**src/rtl/frd_pkg.sv**
```systemverilog
// Shared types and constants for the fractional divider rate solver.
package frd_pkg;

    localparam int RATE_W   = 32;
    localparam int DIV_W    = 9;
    localparam int FRAC_W   = 14;
    localparam int REM_W    = 64;
    localparam int DEN_W    = DIV_W + FRAC_W;
    localparam int FRAC_DEN = 16384;
    localparam int DIV_MIN  = 4;
    localparam int DIV_MAX  = 511;

    typedef enum logic [1:0] {
        ST_OK       = 2'd0,
        ST_DIV_LOW  = 2'd1,
        ST_REQ_ZERO = 2'd2
    } frd_status_t;

    typedef enum logic {
        OP_SOLVE = 1'b0,
        OP_RATE  = 1'b1
    } frd_op_t;

    typedef enum logic {
        CFG_SOURCE_RATE   = 1'b0,
        CFG_ROUND_CLOSEST = 1'b1
    } frd_cfg_idx_t;

    typedef struct packed {
        frd_op_t           op;
        logic [DIV_W-1:0]  divider;
        logic [FRAC_W-1:0] fraction;
        logic [RATE_W-1:0] q1;
        frd_status_t       status;
    } frd_item_t;

    typedef struct packed {
        logic              valid;
        logic [REM_W-1:0]  rem;
        logic [RATE_W-1:0] den;
        logic [RATE_W-1:0] quo;
        frd_item_t         item;
    } frd_lane_t;

endpackage

```
**src/rtl/frd_sel_cell.sv**
```systemverilog
// Stage that carries, clamps and picks settings, then sets up the rate division.
module frd_sel_cell (
    input  logic                       clk,
    input  logic                       rst_n,
    input  logic                       advance,
    input  logic [frd_pkg::RATE_W-1:0] source_rate,
    input  frd_pkg::frd_lane_t         lane_in,
    output frd_pkg::frd_lane_t         lane_out
);
    import frd_pkg::*;

    frd_lane_t         lane_reg;
    frd_lane_t         lane_next;
    logic [RATE_W:0]   q;
    logic [FRAC_W:0]   f;
    logic [DIV_W-1:0]  div_sel;
    logic [FRAC_W-1:0] frac_sel;
    logic [DEN_W-1:0]  den3;

    always_comb
    begin
        f = lane_in.quo[FRAC_W:0];
        q = {1'b0, lane_in.item.q1};
        if (f == (FRAC_W+1)'(FRAC_DEN))
        begin
            f = '0;
            q = q + (RATE_W+1)'(1);
        end
        if (lane_in.item.op == OP_RATE)
        begin
            div_sel  = lane_in.item.divider;
            frac_sel = lane_in.item.fraction;
        end
        else if (lane_in.item.status == ST_REQ_ZERO)
        begin
            div_sel  = '0;
            frac_sel = '0;
        end
        else if (q < (RATE_W+1)'(DIV_MIN))
        begin
            div_sel  = DIV_W'(DIV_MIN);
            frac_sel = '0;
        end
        else if (q > (RATE_W+1)'(DIV_MAX))
        begin
            div_sel  = DIV_W'(DIV_MAX);
            frac_sel = FRAC_W'(FRAC_DEN - 1);
        end
        else
        begin
            div_sel  = q[DIV_W-1:0];
            frac_sel = f[FRAC_W-1:0];
        end
        den3 = {div_sel, {FRAC_W{1'b0}}} + {{DIV_W{1'b0}}, frac_sel};

        lane_next               = lane_in;
        lane_next.item.divider  = div_sel;
        lane_next.item.fraction = frac_sel;
        lane_next.den           = {{(RATE_W-DEN_W){1'b0}}, den3};
        lane_next.rem           = ({{(REM_W-RATE_W){1'b0}}, source_rate} << FRAC_W)
                                + {{(REM_W-DEN_W){1'b0}}, den3} - REM_W'(1);
        lane_next.quo           = '0;
    end

    always_ff @(posedge clk or negedge rst_n)
    begin
        if (!rst_n)
        begin
            lane_reg.valid <= 1'b0;
        end
        else if (advance)
        begin
            lane_reg <= lane_next;
        end
    end

    assign lane_out = lane_reg;

endmodule

```
**config.mk**
```make
export PLATFORM = sky130hd
export DESIGN_NAME = frd_sel_cell
export DESIGN_NICKNAME = d
export VERILOG_FILES = /design/src/rtl/frd_pkg.sv /design/src/rtl/frd_sel_cell.sv
export SDC_FILE = /design/constraint.sdc
export NUM_CORES = 1
export LEC_CHECK = 0
export ABC_AREA = 1
export BUFFER_PORTS_ARGS = -buffer_cell sky130_fd_sc_hd__buf_2
export CAP_MARGIN = 40
export CORE_AREA = 3 3 159 161
export CTS_CLUSTER_DIAMETER = 100
export DETAILED_ROUTE_END_ITERATION = 10
export DIE_AREA = 0 0 162 164
export PLACE_DENSITY = 0.67
export REMOVE_ABC_BUFFERS = 1
export SLEW_MARGIN = 20
export SYNTH_ARGS = -nofsm -noshare
export SYNTH_HDL_FRONTEND = slang
export SYNTH_SLANG_ARGS = --single-unit
```
**constraint.sdc**
```tcl
create_clock -name clk -period 1.3 [get_ports clk]
set_clock_uncertainty 0.05 [all_clocks]
set_input_delay 0.065 -clock clk [delete_from_list [all_inputs] [get_ports clk]]
set_output_delay 0.065 -clock clk [all_outputs]
set_load 0.005 [all_outputs]
```
==> metrics.md <==
| Metric | Value |
|---|---|
| Register area share after synthesis | 34.3% |
| CP arrival | 4220 ps |
| Peak VDD IR | 584 µV |
| Crit end category | flip-flop |
| Die Footprint | 26600 µm² |
| Pre-antenna DRT Iters | 7 |
| DP Cell Count | 2132 |
| Crit path top cell by count | buf_6 |
| Netlist Area Pre-Place | 9360 µm² |
| Min-Delay Path Class | input pin to flip-flop |
| Area delta synth->final | 82.1% |
| Status | finished with violations |
| Worst setup path startpoint | lane_in[68] |
| Core area | 24100 µm² |
| Yosys top cell area share | 34.0% |
| Post-synth cell types | 48 |
| #FFs+latches synth | 107 |
| Sink Count | 107 |
| CTS HTree Levels | 3 |
| Fillcell total | 1770 |
| Worst Path Max Fanout | 5 |
| Detail Route Antenna Nets | 0 |
| Number of synthesized flops with an enable pin | 106 |
| Largest register FFs | 107 |
| Top FF cell, synth | edfxtp_1 |
| CTS max path bufs | 2 |
| Startpoint types | input pin |
| CTS root buf | clkbuf_16 |
| Slowest cell on the critical path | o21a_1 |
| DIE HEIGHT | 164 µm |
| Nets@finish | 2234 |
| Fin crit share | 319% |
| Final min period | 4150 ps |
| CP delay by family, top | simple AND/OR/NAND/NOR gates |
| Synth area leader | edfxtp_1 |
| Syn Area/Cell | 7.36 µm² |
| Fin cells | 2288 |
| Final worst-path setup slack | -2850 ps |
| WP data required | 1370 ps |
| Gp weighted congestion | 1.00 |
| LEAKAGE | 8.12 nW |
| Cells after synthesis | 1272 |
| Synth Warn # | 0 |
| Dpl hpwl | 28500 µm |
| GR Util All Layers | 27.7% |
| Fmax | 0.241 GHz |
| Critical path type | input pin to flip-flop |
| Port bufs | 254 |
| Grt ovf | 0 |
| Top post-synthesis cells by area | edfxtp_1 (34%), nand2_1 (12%), inv_1 (8.4%), ha_1 (7.2%), buf_4 (6.5%) |
| Setup Viol. Count Final | 71 |
| RSZ-0062 raised after global routing | yes |
| Layout cell share with drive strength beyond 1 | 57.2% |
| Top cells by count, synth | nand2_1 (291), inv_1 (209), nor2_1 (142) |
| CP bufs+invs | 7 |
| Vias/cell | 5.17 |
| Max Cap Viol | 0 |
| Failing checks | setup timing |
| Worst r2r src | lane_out[186] |
| Hold WS | 14.3 ps |
| Num ports | 409 |
| Slew Limit Fails | 0 |
| Critical path's largest stage delay | 350 ps |
| Clk pin slew, worst setup/hold paths | 80 ps |
| DRC | 0 |
| Layout Utilization | 70.7% |
| Worst hold start | lane_in[50] |
| DR iter-0 viols | 1034 |
| First-pass GRT wire length | 57000 µm |
| Async set or reset register ratio after synthesis | 0.935% |
| Wirelength per Cell | 19.6 µm |
| Most frequent cell after synthesis | nand2_1 |
| CTS Buf Count | 9 |
| Vias in the first global route | 10767 |
| Cell Rows | 57 |
| Via count | 11833 |
| Die width | 162 µm |
| Starting density of the core | 38.8% |
| CTS tree | done |
| Clock Latency Late Sink | 370 ps |
| PD cells | 852 nW/µm² |
| Final hold vios | 0 |
| Routed Wire Length | 44900 µm |
| Initial antenna violation count | 2 |
| Largest net degree at the start of global routing | 38 |
[cells by family after synthesis]
| kind of cell | share of synthesized area [%] |
|---|---|
| compound gates | 10.2 |
| xor+xnor | 3.46 |
| fa+ha+maj | 7.43 |
| buf+inv | 15.6 |
| flops | 34.3 |
| mux | 0.120 |
| other cells | 0.0401 |
| simple gates | 28.9 |
[worst paths after layout]
| kind | end | slack [ps] | cells after the start |
|---|---|---|---|
| max in group asynchronous | lane_out[186] | 620 | 3 |
| hold / removal | lane_out[50] | 10 | 3 |
| hold reg to reg | lane_out[186] | 470 | 1 |
| setup reg to reg | lane_out[186] | 500 | 1 |
| min in group asynchronous | lane_out[186] | 480 | 3 |
| setup / recovery | lane_out[154] | -2850 | 27 |
[metal layers]
metal	vias to the layer above	global-route usage (%)	part of all wire, %
met3	192	3.10	8.5
met5	-	0	0
met4	0	9.19	5.1
met2	751	48.2	47
li1	5384	-	-
met1	5506	36.1	39
[report_power, final]
| part | leakage, nW | internal, mW | switching (mW) | total, mW |
|---|---|---|---|---|
| combinational | 6.97 | 3.45 | 3.86 | 7.31 |
| clock | 0.142 | 1.38 | 1.45 | 2.83 |
| sequential | 1.01 | 4.26 | 0.131 | 4.39 |
| total | 8.12 | 9.09 | 5.43 | 14.5 |
[through the flow]
step / setup TNS [ps] / total power [mW] / setup WS (ps) / area [µm²]
6_report: -142540 / 14.5 / -2850 / 17000
5_1_grt: -149890 / 15.1 / -2900 / 17000
4_1_cts: -120900 / 13.4 / -2360 / 15700
3_5_place_dp: -167020 / 9.21 / -3160 / 13100
3_3_place_gp: -164560 / 9.20 / -3080 / 13100
2_1_floorplan: -274620 / 6.56 / -2750 / 8870
[cell type report]
type / count / area (µm²) / share of cell area, %
diodes: 2 / 5.00 / 0.0294
clock buffers: 10 / 239 / 1.40
clock inverters: 6 / 48.8 / 0.286
inverters: 218 / 848 / 4.98
multi-input cells: 900 / 6840 / 40.1
flip-flops and latches: 107 / 3210 / 18.8
well taps: 324 / 405 / 2.38
repair buffers: 719 / 5430 / 31.9
repair inverters: 2 / 23.8 / 0.139
[layout by cell type, fill, tap and decap left out, types with 10 or more instances in the layout]
| master | instances |
|---|---|
| ha_1 | 31 |
| buf_4 | 344 |
| a21oi_1 | 29 |
| xor2_1 | 19 |
| nand4_1 | 17 |
| ha_4 | 20 |
| nor2_1 | 73 |
| a21oi_2 | 20 |
| nor2_4 | 56 |
| buf_6 | 89 |
| edfxtp_1 | 106 |
| nand2_1 | 217 |
| inv_1 | 158 |
| o21ai_2 | 11 |
| nand2_4 | 40 |
| nand3_1 | 37 |
| inv_2 | 51 |
| conb_1 | 41 |
| o21ai_0 | 20 |
| nor2_2 | 38 |
| nand3_2 | 19 |
| clkbuf_16 | 10 |
| nand3_4 | 11 |
| dlygate4sd3_1 | 35 |
| xor2_2 | 12 |
| buf_2 | 233 |
| nand2_2 | 65 |
[repair_timing]
item / 4_1_cts / 5_1_grt
pin swaps: 101 / 154
endpoints found under the hold margin: 35 / 0
setup buffers: 63 / 57
hold buffers: 35 / 0
setup endpoints to repair: 71 / 129
cloned: 4 / 1
resized for setup: 370 / 266
Note: power is estimated with default switching activity, not from simulation.
