===== src/rtl/frd_pkg.sv =====
// Shared types and constants for the fractional divider rate solver.
package frd_pkg;

    localparam int RATE_W   = 32;
    localparam int DIV_W    = 9;
    localparam int FRAC_W   = 14;
    localparam int REM_W    = 64;
    localparam int DEN_W    = DIV_W + FRAC_W;
    localparam int FRAC_DEN = 16384;
    localparam int DIV_MIN  = 4;
    localparam int DIV_MAX  = 511;

    typedef enum logic [1:0] {
        ST_OK       = 2'd0,
        ST_DIV_LOW  = 2'd1,
        ST_REQ_ZERO = 2'd2
    } frd_status_t;

    typedef enum logic {
        OP_SOLVE = 1'b0,
        OP_RATE  = 1'b1
    } frd_op_t;

    typedef enum logic {
        CFG_SOURCE_RATE   = 1'b0,
        CFG_ROUND_CLOSEST = 1'b1
    } frd_cfg_idx_t;

    typedef struct packed {
        frd_op_t           op;
        logic [DIV_W-1:0]  divider;
        logic [FRAC_W-1:0] fraction;
        logic [RATE_W-1:0] q1;
        frd_status_t       status;
    } frd_item_t;

    typedef struct packed {
        logic              valid;
        logic [REM_W-1:0]  rem;
        logic [RATE_W-1:0] den;
        logic [RATE_W-1:0] quo;
        frd_item_t         item;
    } frd_lane_t;

endpackage


===== src/rtl/frd_mid_cell.sv =====
// Stage between the quotient and fraction divisions: scale remainder, add rounding.
module frd_mid_cell (
    input  logic                       clk,
    input  logic                       rst_n,
    input  logic                       advance,
    input  logic                       round_closest,
    input  frd_pkg::frd_lane_t         lane_in,
    output frd_pkg::frd_lane_t         lane_out
);
    import frd_pkg::*;

    frd_lane_t         lane_reg;
    frd_lane_t         lane_next;
    logic [RATE_W-1:0] adj;

    always_comb
    begin
        adj = round_closest ? (lane_in.den >> 1) : (lane_in.den - RATE_W'(1));
        lane_next         = lane_in;
        lane_next.item.q1 = lane_in.quo;
        lane_next.rem     = ({{(REM_W-RATE_W){1'b0}}, lane_in.rem[RATE_W-1:0]} << FRAC_W)
                          + {{(REM_W-RATE_W){1'b0}}, adj};
        lane_next.quo     = '0;
    end

    always_ff @(posedge clk or negedge rst_n)
    begin
        if (!rst_n)
        begin
            lane_reg.valid <= 1'b0;
        end
        else if (advance)
        begin
            lane_reg <= lane_next;
        end
    end

    assign lane_out = lane_reg;

endmodule


===== config.mk =====
export PLATFORM = sky130hd
export DESIGN_NAME = frd_mid_cell
export DESIGN_NICKNAME = d
export VERILOG_FILES = /design/src/rtl/frd_pkg.sv /design/src/rtl/frd_mid_cell.sv
export SDC_FILE = /design/constraint.sdc
export NUM_CORES = 1
export LEC_CHECK = 0
export ABC_AREA = 1
export BUFFER_PORTS_ARGS = -buffer_cell sky130_fd_sc_hd__buf_2
export CAP_MARGIN = 20
export CORE_AREA = 2 2 145 147
export DETAILED_ROUTE_END_ITERATION = 16
export DIE_AREA = 0 0 147 149
export MAX_ROUTING_LAYER = met4
export PLACE_DENSITY = 0.69
export SLEW_MARGIN = 20
export SYNTH_ARGS = -nofsm -noshare
export SYNTH_HDL_FRONTEND = slang
export SYNTH_SLANG_ARGS = --single-unit

===== constraint.sdc =====
create_clock -name clk -period 1.65 [get_ports clk]
set_clock_uncertainty 0.15 [all_clocks]
set_input_delay 0.33 -clock clk [delete_from_list [all_inputs] [get_ports clk]]
set_output_delay 0.33 -clock clk [all_outputs]
set_load 0.05 [all_outputs]

==> metrics.cfg, run 1 <==
[run_status]
run_status = complete, but fails checks
violations = setup timing

[yosys]
synthXorXnorAreaFrac = 0.0277
synthMuxAreaShare = 0.00148
async_flop_share = 0.00725
yosysUniqueCellTypes = 36
ys_seq_area_frac = 0.546
synthAdderAreaFrac = 0.0356
synth-seq-cells = 138
syn_area_um2 = 7580
synth_compound_area_frac = 0.0378
yosys.area_share.simple = 0.239
syn_avg_cell_area_um2 = 8.97
ys_warn_count = 0
synth_enable_flop_cells = 137
synth_top_flop_cell = edfxtp_1
synth_cells = 846
synth_top_family_by_area = simple AND/OR/NAND/NOR gates

[setup_path]
cp.required_ps = 1690
worst_path_most_repeated_cell = nand2_2
slowest_delay_ps = 310
worstPathArrival_ps = 2600
endpoint_kind = flop
crit_path_start_kind = primary input
crit_slowest_cell = ha_1
crit_path_max_fanout = 4
path_cells = buf_12, inv_16, ha_4, nand2_4, nor2_4, nand3_2, inv_2, nand2_2, xor2_1, a21oi_1, ha_1, or2_4, nand3b_1, nand2_2, nand2_2, nand2_4, nand2_2, nand2_1, nand2_1, nand2_1
criticalPathCategory = in -> reg

[floorplan]
dieArea_um2 = 21900
ios = 378
initial_core_util = 0.369
die_w_um = 147
core_area_um2 = 20600
fp.dieH_um = 149
rows = 53

[routing]
vias = 7661
route.detailed.drc = 0
wl_um = 26000
drtIter0Drc = 516
viasPerCell = 4.67
ant_nets = 0
avgRoutedWirePerCell_um = 15.9
firstDrtPassIters = 5

[timing]
min_period_ps = 2560
fmax_mhz = 391
timing.setup.tns_ps = -25890
fin_ws_ps = -909
final_max_slew_viol_count = 0
hold_viol_final = 0
rsz0062_at_grt = yes
fin_crit_sh = 1.55
setup_viol = 32

[clocking]
worstSkewPairLatency_ps = 420
clk_pin_slew_ps = 70
numCtsBuffers = 17
clkSinkCount = 138
root_buffer = clkbuf_16
cts_buffer_depth = 2
cts_tree = built
htreeDepth = 4

[global_routing]
grt.total_usage = 0.229
grt_pass1_vias = 7363
grt_overflow_total = 0
grt_max_degree = 62
antenna_found_initial = 0
grt_pass1_wl_um = 37600

[layout]
syn_to_final_growth_pct = 68.3
seqCellArea_um2 = 4140
num-nets-final = 1563
fillers = 1624
multi_input_area_um2 = 3780
n_antenna_cell = 0
largest_register_ffs = 138
fin_util = 0.621
drive_gt1_frac = 0.493

[placement]
dp_hpwl_um = 18000
place.gp.congestion = 0.958
portBuffers = 264

[min_path]
hold_class = in -> reg

[power]
ir_worst_vdd_uv = 475
p_leak_nw = 5.90
powerDensity_nw_per_um2 = 896

[run]
maxCapViolations = 0

-- where the power goes --
group / switching (W) / internal (W) / total, W
sequential: 0.0000687 / 0.00418 / 0.00425
combinational: 0.00240 / 0.00120 / 0.00360
clock: 0.00162 / 0.00197 / 0.00360
-- layout by cell type, fill, tap and decap left out, types with 18 or more instances in the layout --
cell	count
buf_2	246
nand2_1	176
buf_4	142
edfxtp_1	137
inv_1	102
dlygate4sd3_1	70
nand2_2	59
nor2_1	53
conb_1	49
nor2_4	32
nand3_1	29
buf_6	26
nor2_2	19
nand2_4	19
clkbuf_16	18
-- cell type report --
| type | instances | share of cell area |
|---|---|---|
| repair buffers | 493 | 0.271 |
| multi-input cells | 580 | 0.296 |
| clock buffers | 17 | 0.0333 |
| inverters | 121 | 0.0381 |
| well taps | 275 | 0.0269 |
| clock inverters | 15 | 0.0102 |
| flip-flops and latches | 138 | 0.324 |
-- layer usage --
metal,vias to the layer above,GRT usage,part of all wire
met2,384,0.396,0.51
met1,3562,0.267,0.39
li1,3660,-,-
met3,55,0.0407,0.071
met5,-,-,0
met4,0,0.0861,0.029
-- through the flow --
stage | setup slack [ps] | hold WS, ps | std cells | power (W) | area, µm²
floorplan | -1280 | -116 | 894 | 0.00634 | 7970
global placement | -1550 | -4.19 | 1499 | 0.00718 | 10200
detailed placement | -1550 | 0.810 | 1499 | 0.00719 | 10200
CTS | -795 | 2.12 | 1628 | 0.0112 | 12200
global route | -1040 | 20.0 | 1639 | 0.0119 | 12800
finish | -909 | 32.8 | 1639 | 0.0114 | 12800
-- kinds of logic after synthesis --
family / count (synthesis)
DFF: 138
muxes: 1
buffers and inverters: 176
xor gates and xnor gates: 24
adders and majority gates: 21
AOI/OAI and AO/OA: 54
other: 1
and+or+nand+nor: 431
-- path summary, 6_finish.rpt --
kind | start | to | slack, ps | cells after the start
max reg2reg | lane_out[186] | lane_out[186] | 740 | 1
max in group asynchronous | rst_n | lane_out[186] | 1130 | 2
min in group asynchronous | rst_n | lane_out[186] | 90 | 2
max | lane_in[91] | lane_out[161] | -910 | 20
min reg2reg | lane_out[186] | lane_out[186] | 380 | 1
min | lane_in[114] | lane_out[114] | 30 | 1
-- worst max-delay path, delay by kind of cell --
| family | cells | cell delay [ps] |
|---|---|---|
| and+or+nand+nor | 13 | 1260 |
| adders and majority gates | 2 | 470 |
| buffers and inverters | 3 | 250 |
| xor gates and xnor gates | 1 | 140 |
| AOI/OAI and AO/OA | 1 | 150 |
-- Yosys cell counts (6+ instances only) --
| master | count | area (µm²) |
|---|---|---|
| nand2_1 | 249 | 935 |
| edfxtp_1 | 137 | 4110 |
| inv_1 | 117 | 439 |
| nor2_1 | 97 | 364 |
| buf_4 | 49 | 368 |
| nand3_1 | 38 | 190 |
| a21oi_1 | 20 | 100 |
| ha_1 | 20 | 250 |
| o21ai_0 | 20 | 100 |
| xor2_1 | 20 | 175 |
| nand4_1 | 11 | 68.8 |
| nor3_1 | 7 | 35.0 |
| nand2_2 | 6 | 37.5 |
| nor2_2 | 6 | 37.5 |
-- timing repair --
| item | CTS | global route |
|---|---|---|
| resized for setup | 164 | 117 |
| gates cloned | 0 | 1 |
| endpoints found under the setup margin | 32 | 42 |
| hold endpoints to repair | 69 | 1 |
| buffers inserted | 28 | 11 |
| pin swaps | 86 | 38 |
| hold buffers | 69 | 1 |
Power figures use the tool's default switching activity.
==> run 2: changes to the inputs <==
--- a/config.mk
+++ b/config.mk
@@ -8,11 +8,11 @@
 export ABC_AREA = 1
 export BUFFER_PORTS_ARGS = -buffer_cell sky130_fd_sc_hd__buf_2
 export CAP_MARGIN = 20
-export CORE_AREA = 2 2 145 147
+export CORE_AREA = 2 2 146 148
 export DETAILED_ROUTE_END_ITERATION = 16
-export DIE_AREA = 0 0 147 149
+export DIE_AREA = 0 0 148 150
 export MAX_ROUTING_LAYER = met4
-export PLACE_DENSITY = 0.69
+export PLACE_DENSITY = 0.71
 export SLEW_MARGIN = 20
 export SYNTH_ARGS = -nofsm -noshare
 export SYNTH_HDL_FRONTEND = slang
==> constraint.sdc (replaced) <==
create_clock -name clk -period 2.1 [get_ports clk]
set_clock_uncertainty 0.15 [all_clocks]
set_input_delay 0.42 -clock clk [delete_from_list [all_inputs] [get_ports clk]]
set_output_delay 0.42 -clock clk [all_outputs]
set_load 0.05 [all_outputs]
==> run 2 against run 1 <==
The flow still finishes with violations (setup timing). Sequential share of layout area increased by 0.63 points. Power decreased by 21%. Setup slack improved by 340 ps. Critical endpoint unchanged.
==> metrics.cfg, run 2 (synthesis results as in run 1) <==
[power]
p_leak_nw = 5.78  ; was 5.90 nW
pwr-share-clk = 0.318  ; was 0.314
p_comb_frac = 0.315  ; was 0.314
ir_worst_vdd_uv = 426  ; was 475 µV
p_seq_frac = 0.367  ; was 0.371
p_sw_frac = 0.366  ; was 0.357
p_sw_w = 0.00332  ; was 0.00409 W
powerDensity_nw_per_um2 = 726  ; was 896 nW/µm²
p_int_w = 0.00577  ; was 0.00735 W

[global_routing]
grt.met1_usage = 0.252  ; was 0.267
gr-max-usage-layer = met2  ; unchanged
antenna_found_initial = 0  ; unchanged
grtUsageMet3 = 0.0360  ; was 0.0407
grt.total_usage = 0.214  ; was 0.229
grt_overflow_total = 0  ; unchanged
met2_usage = 0.370  ; was 0.396
grt_max_degree = 42  ; was 62
grt_pass1_vias = 6883  ; was 7363
grt_pass1_wl_um = 35500  ; was 37600 µm

[layout]
fin_util = 0.605  ; was 0.621
mostFrequentLayoutCell = buf_2  ; unchanged
fillers = 1639  ; was 1624
num-nets-final = 1489  ; was 1563
post_layout_nonfiller_instances = 1566  ; was 1639
drive_gt1_frac = 0.559  ; was 0.493
largest_register_ffs = 138  ; unchanged
syn_to_final_growth_pct = 65.1  ; was 68.3%
mostFrequentLayoutCells = buf_2 (251), nand2_1 (147), edfxtp_1 (137), buf_4 (120), inv_1 (98)  ; was buf_2 (246), nand2_1 (176), buf_4 (142), edfxtp_1 (137), inv_1 (102)
multi_input_area_um2 = 4230  ; was 3780 µm²
seqCellArea_um2 = 4140  ; unchanged

[timing]
timing.setup.tns_ps = -14260  ; was -25890 ps
fmax_mhz = 374
min_period_ps = 2670
final_max_slew_viol_count = 0  ; unchanged
hold_viol_final = 0  ; unchanged
rsz0062_at_grt = yes  ; unchanged
setup_viol = 32  ; unchanged
fin_ws_ps = -571  ; was -909 ps
fin_crit_sh = 1.27

[floorplan]
dieArea_um2 = 22200  ; was 21900 µm²
fp.dieH_um = 150  ; was 149 µm
core_area_um2 = 20700  ; was 20600 µm²
ios = 378  ; unchanged
die_w_um = 148  ; was 147 µm
rows = 53  ; unchanged
initial_core_util = 0.367  ; was 0.369

[clocking]
cts_tree = built  ; unchanged
numCtsBuffers = 17  ; unchanged
clkSinkCount = 138  ; unchanged
clk_pin_slew_ps = 70  ; about the same
worstSkewPairLatency_ps = 420  ; about the same
htreeDepth = 4  ; unchanged
cts_buffer_depth = 2  ; unchanged
root_buffer = clkbuf_16  ; unchanged

[setup_path]
crit_slowest_cell = ha_1  ; unchanged
criticalPathCategory = in -> reg  ; unchanged
worstPathArrival_ps = 2710  ; was 2600 ps
crit_path_max_fanout = 3  ; was 4
crit_path_start_kind = primary input  ; unchanged
ff2ff_setup_slack_ps = 1210  ; was 740 ps
cp.required_ps = 2140  ; was 1690 ps
path_cells = buf_12, inv_16, ha_4, buf_4, inv_2, nor2_4, nand2_4, o21ai_1, nand2_1, a21oi_2, ha_1, nand2_1, nand2_1, a21oi_4, nand2_2, a21oi_2, nand2_1, nand2_1, nand2_1  ; was buf_12, inv_16, ha_4, nand2_4, nor2_4, nand3_2, inv_2, nand2_2, xor2_1, a21oi_1, ha_1, or2_4, nand3b_1, nand2_2, nand2_2, nand2_4, nand2_2, nand2_1, nand2_1, nand2_1
worst_path_most_repeated_cell = nand2_1  ; was nand2_2
endpoint_kind = flop  ; unchanged
rr_worst_depth = 1  ; unchanged
slowest_delay_ps = 300  ; was 310 ps

[routing]
ant_nets = 0  ; unchanged
wl_um = 25400  ; was 26000 µm
avgRoutedWirePerCell_um = 16.2  ; was 15.9 µm
firstDrtPassIters = 6  ; was 5
drtIter0Drc = 426  ; was 516
vias = 7335  ; was 7661
route.detailed.drc = 0  ; unchanged
viasPerCell = 4.68  ; was 4.67

[min_path]
whs_path_depth = 1  ; unchanged
hold_class = in -> reg  ; unchanged

[run]
maxCapViolations = 0  ; unchanged

[placement]
dp_hpwl_um = 17700  ; was 18000 µm
place.gp.congestion = 0.923  ; was 0.958
dpl_worst_slack_ps = -1080  ; was -1550 ps
portBuffers = 264  ; unchanged
dp_cells = 1486  ; was 1499

[run_status]
run_status = complete, but fails checks  ; unchanged
violations = setup timing  ; unchanged

==> run 2: cell count changes in the layout (fill, tap and decap cells not counted), sizes merged <==
cell,delta
diode,+1
buf,-11
dlygate4sd3,-62
clkinvlp,+1
clkinv,-2
==> run 2: worst max-delay path: cells and delay by family <==
family / cells / cell delay (ps)
adder cells (fa/ha/maj): 2 / 450
AO/OA/AOI/OAI: 4 / 740
AND/OR/NAND/NOR: 9 / 780
buffers and inverters: 4 / 330
==> run 2: metal layers <==
layer | part of all wire | vias up | wire (µm)
met5 | 0 | - | 0
met4 | 0.027 | 0 | 688
met3 | 0.067 | 53 | 1710
met2 | 0.51 | 348 | 13000
met1 | 0.40 | 3432 | 10000
li1 | - | 3502 | -
==> run 2: what timing repair did <==
item                                    4_1_cts  5_1_grt
gates resized for setup                     183      192
hold buffers                                  1        7
pin swaps                                    83      100
buffers inserted                             19       23
hold endpoints to repair                      1        7
endpoints found under the setup margin       32       32
==> run 2: per-stage QoR <==
step	hold slack [ps]	power (W)	instance area, µm²
5_1_grt	1.23	0.00943	12500
3_3_place_gp	87.0	0.00564	10100
4_1_cts	2.17	0.00877	11500
2_1_floorplan	-25.6	0.00498	7970
6_report	15.2	0.00909	12500
3_5_place_dp	88.7	0.00565	10100
==> run 2: worst paths after layout <==
path | end | from
max in group asynchronous | lane_out[186] | rst_n
max reg2reg | lane_out[186] | lane_out[186]
min in group asynchronous | lane_out[186] | rst_n
min | lane_out[36] | lane_in[36]
max | lane_out[161] | lane_in[91]
min reg2reg | lane_out[186] | lane_out[186]
==> run 2: power by group through the flow <==
stage | logic (W) | registers, W | clock network (W)
global placement | 0.00225 | 0.00339 | 0
detailed placement | 0.00226 | 0.00339 | 0
floorplan | 0.000851 | 0.00413 | 0
CTS | 0.00249 | 0.00334 | 0.00295
finish | 0.00287 | 0.00334 | 0.00289
global route | 0.00301 | 0.00335 | 0.00306
==> run 2: cell type report <==
type / instances / area share
repair buffers: 419 / 0.221
inverters: 121 / 0.0393
flip-flops and latches: 138 / 0.331
well taps: 275 / 0.0275
clock buffers: 18 / 0.0343
clock inverters: 14 / 0.0104
diodes: 1 / 0.000200
multi-input cells: 580 / 0.337
