## config.mk

```make
export PLATFORM = sky130hd
export DESIGN_NAME = frd_div_cell
export DESIGN_NICKNAME = d
export VERILOG_FILES = /design/src/rtl/frd_pkg.sv /design/src/rtl/frd_div_cell.sv
export SDC_FILE = /design/constraint.sdc
export NUM_CORES = 1
export LEC_CHECK = 0
export BUFFER_PORTS_ARGS = -buffer_cell sky130_fd_sc_hd__buf_2
export CELL_PAD_IN_SITES_DETAIL_PLACEMENT = 1
export CELL_PAD_IN_SITES_GLOBAL_PLACEMENT = 1
export CORE_ASPECT_RATIO = 1.2
export CORE_MARGIN = 1.5
export CORE_UTILIZATION = 41
export CTS_BUF_LIST = sky130_fd_sc_hd__clkbuf_8
export CTS_CLUSTER_DIAMETER = 100
export DETAILED_ROUTE_END_ITERATION = 6
export GPL_TIMING_DRIVEN = 0
export PLACE_DENSITY_LB_ADDON = 0.1
export SYNTH_ARGS = -nofsm -noshare
export SYNTH_HDL_FRONTEND = slang
export SYNTH_SLANG_ARGS = --single-unit
```

## constraint.sdc

```tcl
create_clock -name clk -period 2 [get_ports clk]
set_input_delay 0.1 -clock clk [delete_from_list [all_inputs] [get_ports clk]]
set_output_delay 0.1 -clock clk [all_outputs]
set_load 0.05 [all_outputs]
```

## src/rtl/frd_pkg.sv

```systemverilog
// Shared types and constants for the fractional divider rate solver.
package frd_pkg;

    localparam int RATE_W   = 32;
    localparam int DIV_W    = 9;
    localparam int FRAC_W   = 14;
    localparam int REM_W    = 64;
    localparam int DEN_W    = DIV_W + FRAC_W;
    localparam int FRAC_DEN = 16384;
    localparam int DIV_MIN  = 4;
    localparam int DIV_MAX  = 511;

    typedef enum logic [1:0] {
        ST_OK       = 2'd0,
        ST_DIV_LOW  = 2'd1,
        ST_REQ_ZERO = 2'd2
    } frd_status_t;

    typedef enum logic {
        OP_SOLVE = 1'b0,
        OP_RATE  = 1'b1
    } frd_op_t;

    typedef enum logic {
        CFG_SOURCE_RATE   = 1'b0,
        CFG_ROUND_CLOSEST = 1'b1
    } frd_cfg_idx_t;

    typedef struct packed {
        frd_op_t           op;
        logic [DIV_W-1:0]  divider;
        logic [FRAC_W-1:0] fraction;
        logic [RATE_W-1:0] q1;
        frd_status_t       status;
    } frd_item_t;

    typedef struct packed {
        logic              valid;
        logic [REM_W-1:0]  rem;
        logic [RATE_W-1:0] den;
        logic [RATE_W-1:0] quo;
        frd_item_t         item;
    } frd_lane_t;

endpackage

```

## src/rtl/frd_div_cell.sv

```systemverilog
// One restoring-division cell: one quotient bit per cell, registered.
module frd_div_cell #(
    parameter int K = 0
) (
    input  logic              clk,
    input  logic              rst_n,
    input  logic              advance,
    input  frd_pkg::frd_lane_t lane_in,
    output frd_pkg::frd_lane_t lane_out
);
    import frd_pkg::*;

    frd_lane_t        lane_reg;
    frd_lane_t        lane_next;
    logic [REM_W-1:0] shifted;
    logic             ge;

    always_comb
    begin
        shifted   = {{(REM_W-RATE_W){1'b0}}, lane_in.den} << K;
        ge        = (lane_in.rem >= shifted);
        lane_next = lane_in;
        if (ge)
        begin
            lane_next.rem = lane_in.rem - shifted;
        end
        lane_next.quo = {lane_in.quo[RATE_W-2:0], ge};
    end

    // Only the valid bit is cleared by reset; the payload just follows it.
    always_ff @(posedge clk or negedge rst_n)
    begin
        if (!rst_n)
        begin
            lane_reg.valid <= 1'b0;
        end
        else if (advance)
        begin
            lane_reg <= lane_next;
        end
    end

    assign lane_out = lane_reg;

endmodule

```

==> flow_summary.yaml, run 1 <==
status:
  status: "aborted with a tool error"
  stop_stage: "global routing"
  error_message: "[ERROR GRT-0232] Routing congestion too high. Check the congestion heatmap in the GUI."
synth:
  syn_inst: 707
  synth-edff-count: 186
  yosys.area.top_type: "edfxtp_1"
  syn_avg_cell_area_um2: 12.5
  synth_area_um2: 8840
  ys_seq_area_frac: 0.635
  synthArstFlopShare: 0.00535
  synthDistinctLibCells: 56
  synthTopCellsByArea: "edfxtp_1 (63%), ha_1 (4.5%), a21oi_1 (3.8%)"
  ys_ff_latch: 187
  yosysWarnings: 0
  synthFlopType: "edfxtp_1"
  synth_top_area_share: 0.632
  synth_nets: 930
global_route:
  grtUsageTotal: 0.706
  gr-total-overflow: 85
  antenna_found_initial: 15
  grt_max_degree: 62
floorplan:
  die_y_um: 164
  num_io_pins: 377
  fp.dieW_um: 137
  row_count: 58
  initial_utilization: 0.420
clocking:
  cts_max_level: 4
  cts_buffers: 17
  clk_path_buf_depth: 2
  cts-root-buf: "clkbuf_8"
  cts_num_sinks: 187
timing:
  worst_endpoint_kind: "register data pin"
  worst_endpoint: "lane_out[174]$_DFFE_PP_/D"
placed_design:
  io_buffer_count: 374
  gp_congestion: 0.847
  dp_hpwl_um: 23400
-- synthesized netlist by cell type, drive strengths merged (2+ instances only) --
cell	instances
a211oi	6
a21o	6
a21oi	67
a31oi	2
and2	2
and3b	2
and4	2
buf	11
clkbuf	7
edfxtp	186
ha	32
inv	41
mux2	2
nand2	59
nand2b	8
nand3	12
nand4	11
nor2	57
nor2b	5
nor3	30
nor4	15
o2111a	2
o2111ai	3
o211ai	4
o21a	7
o21ai	27
o21bai	4
o31a	2
o31ai	8
or2	2
or3	7
or4	6
xnor2	26
xor2	32
-- metrics by stage --
stage	instances	setup TNS, ns	hold WS (ns)	cell area [µm²]	setup WS (ns)
CTS	1597	-13.62	0.00939	14500	-0.299
detailed placement	1354	-61.33	-0.111	11400	-1.29
global placement	1351	-144.32	-0.118	11400	-1.21
floorplan	707	-17.01	-0.196	9150	-0.485
-- per-layer routing --
layer / overflow / GRT usage
met2: 41 / 0.937
met4: 42 / 0.762
met5: 0 / 0.0972
met1: 1 / 0.694
met3: 1 / 0.456
-- cells by family after synthesis --
kind of cell | Yosys count | synth area share
buf+inv | 59 | 0.0318
xor+xnor | 58 | 0.0575
simple gates | 222 | 0.125
flops | 187 | 0.635
mux | 2 | 0.00297
fa+ha+maj | 33 | 0.0476
compound gates | 146 | 0.101
-- what timing repair did --
item	CTS
pin swaps	32
setup buffers	27
endpoints found under the setup margin	64
gates cloned	4
hold endpoints to repair	183
resized for setup	118
hold buffers	185
==> run 2, diff against run 1 <==
- CELL_PAD_IN_SITES_DETAIL_PLACEMENT: 1 -> unset
- CELL_PAD_IN_SITES_GLOBAL_PLACEMENT: 1 -> unset
- CORE_ASPECT_RATIO: 1.2 -> unset
- CORE_UTILIZATION: 41 -> 40
- CTS_BUF_LIST: sky130_fd_sc_hd__clkbuf_8 -> unset
- CTS_CLUSTER_DIAMETER: 100 -> unset
- PLACE_DENSITY_LB_ADDON: 0.1 -> 0.15
==> run 2 against run 1 <==
  * The flow now finishes, with violations (negative setup slack)
  * Area after synthesis unchanged
  * Synthesized cell count stayed put
==> flow_summary.yaml, run 2 <==
synth:
  synth_fa_ha_area_frac: 0.0476
  ys_seq_area_frac: 0.635
  synth-edff-count: 186
  synth_most_common_cell: "edfxtp_1"
  synthTopCellsByArea: "edfxtp_1 (63%), ha_1 (4.5%), a21oi_1 (3.8%)"
  synth_xor_area_frac: 0.0575
  synthDistinctLibCells: 56
  syn_inst: 707
  synth_top_area_share: 0.632
  synth_area_um2: 8840
  synth_top_family_by_area: "simple AND/OR/NAND/NOR gates"
  yosysWarnings: 0
  ys_ff_latch: 187
  synth_nets: 930
  synthArstFlopShare: 0.00535
  synth_common_cells: "edfxtp_1 (186), a21oi_1 (67), nand2_1 (59), nor2_1 (57), inv_1 (40)"
  yosys.area_share.simple: 0.125
  synth_compound_area_frac: 0.101
  syn_avg_cell_area_um2: 12.5
  synthFlopType: "edfxtp_1"
  muxShareOfSynthArea: 0.00297
  yosys.area.top_type: "edfxtp_1"
floorplan:
  initial_utilization: 0.406
  dieArea_um2: 23000
  row_count: 54
  core_area_um2: 21800
  die_y_um: 152
  fp.dieW_um: 152
  num_io_pins: 377
timing:
  layout_setup_ws_ns: -0.279
  tightest_slew_ns: 0.688
  hold_viol_final: 0
  report.final.slew_viol_count: 0
  hold_ws_ns: 0.00773
  slew_headroom: 0.538
  fin_crit_sh: 1.14
  fin_crit_ns: 2.28
  setup-tns-final_ns: -11.79
  skew_ns: 0
  max_freq_mhz: 439
  finalSetupViolations: 63
  rsz0062_at_grt: "true"
critical_path:
  r2r_start: "lane_out[186]"
  endpoint_kind: "flop"
  regToRegSetupSlack_ns: 0.70
  crit_end: "lane_out[181]"
  r2r_end: "lane_out[186]"
  worstPathArrival_ns: 2.55
  startpoint: "lane_in[158]"
  start_kind: "input pin"
  reg2reg_depth: 2
  critPathKind: "in2reg"
  critical_path_required_ns: 2.27
  cp_max_fo: 6
route:
  wl_per_cell_um: 19.6
  vias: 8081
  first_pass_iters: 5
  drt_iter0_drc: 302
  drc: 0
  ant_nets: 0
  vias_per_cell: 5.06
  routed_wl_um: 31200
clocking:
  cts_tree: "yes"
  cts-root-buf: "clkbuf_16"
  cts_num_sinks: 187
  clk_path_buf_depth: 2
  worstSkewPairLatency_ns: 0.43
  cts_buffers: 17
  cts_max_level: 4
  clkTransAtPathRegs_ns: 0.08
power_and_ir_drop:
  powerDensity_nw_per_um2: 754
  ir_worst_vdd_mv: 0.466
  power.leakage_nw: 6.14
placed_design:
  dp_slack_ns: -1.10
  dp_hpwl_um: 21700
  io_buffer_count: 374
  placed_area_um2: 11500
  gp_congestion: 0.909
final_layout:
  drive_gt1_frac: 0.464
  final_common_cell: "buf_2"
  fillers: 1609
  nets: 1523
  final_util: 0.683
  final_cell_mix: "buf_2 (373), edfxtp_1 (186), dlygate4sd3_1 (159)"
  largest_reg_flops: 187
  final_area_um2: 14900
  area_growth_pct: 68.1
global_route:
  grtUsageTotal: 0.262
  grt_pass1_vias: 8053
  grt_pass1_wl_um: 45000
  grt_max_degree: 64
  gr-total-overflow: 0
  antenna_found_initial: 6
worst_hold_path:
  hold_start: "lane_in[122]"
  worstHoldPathType: "in2reg"
status:
  status: "finished, violations left"
  violations: "negative setup slack"
flow_run:
  cap_violations: 0
[run 2: how the worst min path moves through the flow]
stage / to / slack, ns / cells past startpoint
floorplan: lane_out[186] / -0.20 / 0
CTS: lane_out[140] / 0.001 / 3
detailed placement: lane_out[186] / -0.11 / 1
finish: lane_out[122] / 0.008 / 3
global route: lane_out[122] / 0.008 / 3
global placement: lane_out[186] / -0.12 / 1
[run 2: report_power, final]
part | internal, W | switching, W | leakage, nW | total [W]
logic | 0.00101 | 0.00203 | 4.09 | 0.00304
registers | 0.00466 | 0.0000666 | 1.76 | 0.00473
clock network | 0.00169 | 0.00174 | 0.290 | 0.00343
total | 0.00737 | 0.00384 | 6.14 | 0.0112
[run 2: final cells by class]
type	count	area (µm²)	share of cell area
Sequential cell	187	5610	0.377
Timing Repair Buffer	575	4030	0.271
Multi-Input combinational cell	462	3930	0.265
Clock buffer	17	425	0.0286
Tap cell	280	350	0.0236
Inverter	41	174	0.0117
Clock inverter	14	170	0.0114
Buffer	16	165	0.0111
Antenna cell	4	10.0	0.000673
[run 2: worst max-delay path: stages]
cell and delay, ns:
buf_2 0.15, or4_1 0.65, nor3_2 0.32, nand2_1 0.29, nor4b_1 0.51, nand2_4 0.12, a211oi_4 0.20, xor2_1 0.22
[run 2: repair_timing]
| item | CTS | global route |
|---|---|---|
| gates resized for setup | 95 | 80 |
| endpoints found under the hold margin | 157 | 0 |
| setup endpoints to repair | 64 | 127 |
| cloned | 5 | 1 |
| setup buffers | 32 | 7 |
| hold buffers | 159 | 0 |
| pin swaps | 31 | 33 |
[run 2: cell families after synthesis]
group           count (synthesis)
compound gates                146
xor+xnor                       58
fa+ha+maj                      33
buf+inv                        59
flops                         187
mux                             2
simple gates                  222
[run 2: stage by stage]
stage	std cells	power, W
floorplan	707	0.00661
global placement	1361	0.00732
detailed placement	1364	0.00736
CTS	1587	0.0111
global route	1595	0.0116
finish	1596	0.0112
[run 2: metal layers]
layer / vias up / wire, µm / track usage
li1: 3836 / - / -
met1: 3869 / 12200 / 0.311
met2: 331 / 15900 / 0.457
met3: 41 / 2390 / 0.0749
met4: 4 / 752 / 0.0861
met5: - / 24 / 0
Power figures use the tool's default switching activity.
==> run 3, diff against run 2 <==
- CORE_AREA: unset -> 2 2 148 150
- CORE_MARGIN: 1.5 -> unset
- CORE_UTILIZATION: 40 -> unset
- DIE_AREA: unset -> 0 0 150 152
==> run 3 against run 2 <==
  * The flow still finishes with violations (negative setup slack)
  * Count of clock-buffer cells in the layout increased by 1
  * Worst setup slack got worse by 0.057 ns
  * Clock power increased by 1%
  * Wire length increased by 3.5%
  * Non-clock buffer count increased by 2
==> flow_summary.yaml, run 3 (synthesized netlist as in run 2, its figures left out) <==
power_and_ir_drop:
  pwr-share-clk: 0.307
  finalPower_w: 0.0113
  intPower_w: 0.00740
  ir_worst_vdd_mv: 0.568
  p_sw_w: 0.00388
  powerDensity_nw_per_um2: 746
  pwr-share-comb: 0.273
  seqPwrFrac: 0.420
  p_sw_frac: 0.344
  power.leakage_nw: 6.21
final_layout:
  multiInputGateArea_um2: 4090
  final_common_cell: "buf_2"
  nets: 1524
  drive_gt1_frac: 0.486
  final_cell_mix: "buf_2 (368), edfxtp_1 (186), dlygate4sd3_1 (149)"
  area_growth_pct: 71.0
  fillers: 1548
  final_area_um2: 15100
  largest_reg_flops: 187
  ff_latch_area_um2: 5610
placed_design:
  io_buffer_count: 374
  dp_hpwl_um: 21800
  placed_area_um2: 11400
  gp_congestion: 0.886
  dp_slack_ns: -1.09
critical_path:
  endpoint_kind: "flop"
  cpPeakStageDelay_ns: 0.36
  cp_max_fo: 4
  r2r_start: "lane_out[186]"
  crit_chain: "buf_8 > inv_8 > ha_4 > fa_2 > nor2b_4 > o31a_1 > o31a_1 > o2111a_1 > and3b_1 > buf_6 > buf_6 > a211oi_4 > buf_6 > nand2_2 > xnor2_1"
  reg2reg_depth: 2
  critical_path_required_ns: 2.19
  regToRegSetupSlack_ns: 0.66
  cpMostUsedCell: "buf_6"
  worstPathArrival_ns: 2.53
  cpMaxStageDelayCell: "fa_2"
  start_kind: "input pin"
  critPathKind: "in2reg"
  r2r_end: "lane_out[186]"
timing:
  report.final.slew_viol_count: 0
  tightest_slew_ns: 0.751
  fin_crit_ns: 2.34
  hold_ws_ns: 0.00658
  skew_ns: 0
  layout_setup_ws_ns: -0.336
  rsz0062_at_grt: "true"
  finalSetupViolations: 62
  slew_headroom: 0.497
  fin_crit_sh: 1.17
  hold_viol_final: 0
  max_freq_mhz: 428
worst_hold_path:
  min_path_cells: 3
  worstHoldPathType: "in2reg"
  min_to: "lane_out[150]"
  hold_start: "lane_in[150]"
clocking:
  cts_tree: "yes"
  clk_path_buf_depth: 2
  clkTransAtPathRegs_ns: 0.08
  cts_max_level: 4
  cts_num_sinks: 187
  cts_buffers: 17
  cts-root-buf: "clkbuf_16"
  worstSkewPairLatency_ns: 0.43
floorplan:
  num_io_pins: 377
  dieArea_um2: 22800
  row_count: 54
  initial_utilization: 0.414
  fp.dieW_um: 150
  core_area_um2: 21400
  die_y_um: 152
route:
  ant_nets: 0
  first_pass_iters: 5
  drc: 0
  routed_wl_um: 32300
  vias: 8294
  wl_per_cell_um: 20.3
  vias_per_cell: 5.19
  drt_iter0_drc: 564
status:
  violations: "negative setup slack"
  status: "finished, violations left"
global_route:
  grt_pass1_wl_um: 46000
  antenna_found_initial: 4
  gr-total-overflow: 0
  grtUsageTotal: 0.266
  grt_max_degree: 73
  grt_pass1_vias: 8224
flow_run:
  cap_violations: 0
## run 3: critical path: cells and delay by family
kind / cells / cell delay (ns)
AO/OA/AOI/OAI: 4 / 0.85
XOR/XNOR: 1 / 0.13
adder cells (fa/ha/maj): 2 / 0.51
buffers and inverters: 5 / 0.56
AND/OR/NAND/NOR: 3 / 0.38
## run 3: metal layers
metal	track usage	vias to the layer above	routed length, µm
li1	-	3852	-
met1	0.320	3996	12500
met2	0.449	373	16100
met3	0.0775	71	2640
met4	0.101	2	1150
met5	0	-	11
## run 3: layout make-up
cell class / count / share of cell area
diodes: 3 / 0.000496
plain buffers: 18 / 0.0154
clock buffers: 18 / 0.0284
clock inverters: 14 / 0.0111
inverters: 41 / 0.0112
multi-input cells: 461 / 0.271
flip-flops and latches: 187 / 0.371
well taps: 280 / 0.0232
repair buffers: 575 / 0.269
## run 3: how the worst max path moves through the flow
stage	endpoint	startpoint	cells past startpoint
3_5_place_dp	lane_out[171]	lane_in[106]	12
4_1_cts	lane_out[129]	lane_in[122]	14
6_report	lane_out[168]	lane_in[122]	15
5_1_grt	lane_out[168]	lane_in[106]	15
2_1_floorplan	lane_out[174]	lane_in[92]	10
3_3_place_gp	lane_out[165]	lane_in[168]	12
## run 3: power by group through the flow
| stage | logic [W] | registers, W | clock network (W) |
|---|---|---|---|
| finish | 0.00308 | 0.00474 | 0.00347 |
| global route | 0.00325 | 0.00476 | 0.00363 |
| CTS | 0.00287 | 0.00473 | 0.00352 |
| detailed placement | 0.00254 | 0.00482 | 0 |
| global placement | 0.00250 | 0.00482 | 0 |
| floorplan | 0.000754 | 0.00585 | 0 |
## run 3: repair_timing
| action | CTS | global route |
|---|---|---|
| gates resized for setup | 88 | 144 |
| hold endpoints to repair | 146 | 1 |
| endpoints found under the setup margin | 64 | 65 |
| gates cloned | 3 | 5 |
| hold buffers | 148 | 1 |
| buffers inserted | 14 | 30 |
| pin swaps | 28 | 32 |
## run 3: through the flow
step | utilization | setup TNS, ns | std cells
2_1_floorplan | - | -17.01 | 707
3_3_place_gp | 0.532 | -148.16 | 1361
3_5_place_dp | 0.535 | -60.97 | 1363
4_1_cts | 0.662 | -15.55 | 1560
5_1_grt | 0.708 | -20.21 | 1596
6_report | 0.708 | -16.28 | 1597
==> run 4, diff against run 3 <==
- CELL_PAD_IN_SITES_DETAIL_PLACEMENT: unset -> 0
- CELL_PAD_IN_SITES_GLOBAL_PLACEMENT: unset -> 1
- CORE_AREA: 2 2 148 150 -> unset
- CORE_MARGIN: unset -> 1.5
- CORE_UTILIZATION: unset -> 40
- DIE_AREA: 0 0 150 152 -> unset
==> run 4 against run 3 <==
  * The run still ends with negative setup slack left
  * Maximum frequency up 1.5%
  * Die area increased by 0.89%
  * Cell count rose by 0.69%
  * Worst setup slack better by 0.034 ns
  * Count of clock-buffer cells in the layout is the same
  * Clock power about the same
  * Sequential share of layout area down 0.44 points
  * Hold slack improved by 0.00092 ns
  * Clock skew unchanged
  * Sequential power about the same
==> flow_summary.yaml, run 4 (synthesized netlist as in run 2, its figures left out) <==
status:
  status: "finished, violations left"
  violations: "negative setup slack"
timing:
  layout_setup_ws_ns: -0.302
  report.final.slew_viol_count: 0
  hold_viol_final: 0
  skew_ns: 0
  hold_ws_ns: 0.00750
  tightest_slew_ns: 0.892
  fin_crit_ns: 2.30
  finalSetupViolations: 64
  slew_headroom: 0.406
  rsz0062_at_grt: "true"
  fin_crit_sh: 1.15
  setup-tns-final_ns: -10.99
  max_freq_mhz: 434
final_layout:
  nets: 1534
  drive_gt1_frac: 0.495
  area_growth_pct: 73.1
  final_cell_mix: "buf_2 (367), edfxtp_1 (186), dlygate4sd3_1 (155)"
  largest_reg_flops: 187
  final_util: 0.703
  final_common_cell: "buf_2"
route:
  ant_nets: 0
  first_pass_iters: 5
  drc: 0
  vias_per_cell: 5.02
  routed_wl_um: 32300
  wl_per_cell_um: 20.1
  vias: 8067
  drt_iter0_drc: 339
power_and_ir_drop:
  pwr-share-clk: 0.303
  intPower_w: 0.00745
  powerDensity_nw_per_um2: 741
  power.leakage_nw: 6.21
  finalPower_w: 0.0113
  seqPwrFrac: 0.418
  p_sw_frac: 0.343
  pwr-share-comb: 0.279
  p_sw_w: 0.00389
  ir_worst_vdd_mv: 0.490
global_route:
  grt_pass1_vias: 7904
  antenna_found_initial: 7
  grtUsageTotal: 0.264
  gr-total-overflow: 0
  grt_pass1_wl_um: 44700
  grt_max_degree: 71
clocking:
  clk_path_buf_depth: 2
  clkTransAtPathRegs_ns: 0.08
  cts_buffers: 17
  cts_tree: "yes"
  cts_num_sinks: 187
  cts-root-buf: "clkbuf_16"
  cts_max_level: 4
  worstSkewPairLatency_ns: 0.43
floorplan:
  initial_utilization: 0.406
  dieArea_um2: 23000
  row_count: 54
  num_io_pins: 377
  fp.dieW_um: 152
  core_area_um2: 21800
  die_y_um: 152
placed_design:
  dp_slack_ns: -1.25
  io_buffer_count: 374
  dp_hpwl_um: 22700
  gp_congestion: 0.861
critical_path:
  critical_path_required_ns: 2.19
  worstPathArrival_ns: 2.50
  endpoint_kind: "flop"
  critPathKind: "in2reg"
  start_kind: "input pin"
  cp_max_fo: 6
flow_run:
  cap_violations: 0
worst_hold_path:
  worstHoldPathType: "in2reg"
==> run 4: repair_timing <==
item                       4_1_cts  5_1_grt
cloned                           6        0
pin swaps                       27       47
hold endpoints to repair       152        1
setup endpoints to repair       64       65
setup buffers                   24       31
resized for setup              119      132
hold buffers                   154        1
==> run 4: layer usage <==
metal  vias to the layer above  global-route usage  routed length, µm
met5                         -                   0                 35
met4                         6              0.0986                995
met3                        63              0.0766               2680
met2                       313               0.436              15500
met1                      3826               0.327              13000
li1                       3859                   -                  -
==> run 4: layout make-up <==
cell class | count | area [µm²]
diodes | 4 | 10.0
plain buffers | 16 | 200
clock buffers | 18 | 429
clock inverters | 14 | 168
fillers | 1609 | 6450
inverters | 41 | 174
multi-input cells | 461 | 4230
flip-flops and latches | 187 | 5610
well taps | 280 | 350
repair buffers | 587 | 4140
==> run 4: final timing paths <==
path | startpoint | cells after the start | slack [ns] | to
setup / recovery | lane_in[178] | 11 | -0.30 | lane_out[129]
hold / removal | lane_in[136] | 3 | 0.007 | lane_out[136]
setup reg to reg | lane_out[186] | 2 | 0.69 | lane_out[186]
hold reg to reg | lane_out[186] | 2 | 1.07 | lane_out[186]
max in group asynchronous | rst_n | 3 | 1.36 | lane_out[186]
min in group asynchronous | rst_n | 3 | 0.54 | lane_out[186]
==> run 4: worst max-delay path, cell delays in order <==
cell and delay (ns):
buf_6 0.09, or4_4 0.56, or3_4 0.37, nor4_4 0.20, and4_1 0.22, and3b_1 0.17, buf_6 0.16, inv_12 0.06
buf_16 0.14, buf_12 0.13, mux2_4 0.29
==> run 4: power by group through the flow <==
stage | registers, W | clock network [W] | logic, W
6_report | 0.00474 | 0.00344 | 0.00316
5_1_grt | 0.00477 | 0.00364 | 0.00333
4_1_cts | 0.00473 | 0.00352 | 0.00293
3_5_place_dp | 0.00482 | 0 | 0.00254
3_3_place_gp | 0.00482 | 0 | 0.00252
2_1_floorplan | 0.00585 | 0 | 0.000754
==> run 4: stage by stage <==
stage / instance area [µm²] / instances
after CTS: 14500 / 1578
after detailed placement: 11400 / 1363
after floorplan: 9150 / 707
after global routing: 15300 / 1607
final: 15300 / 1608
after global placement: 11400 / 1361
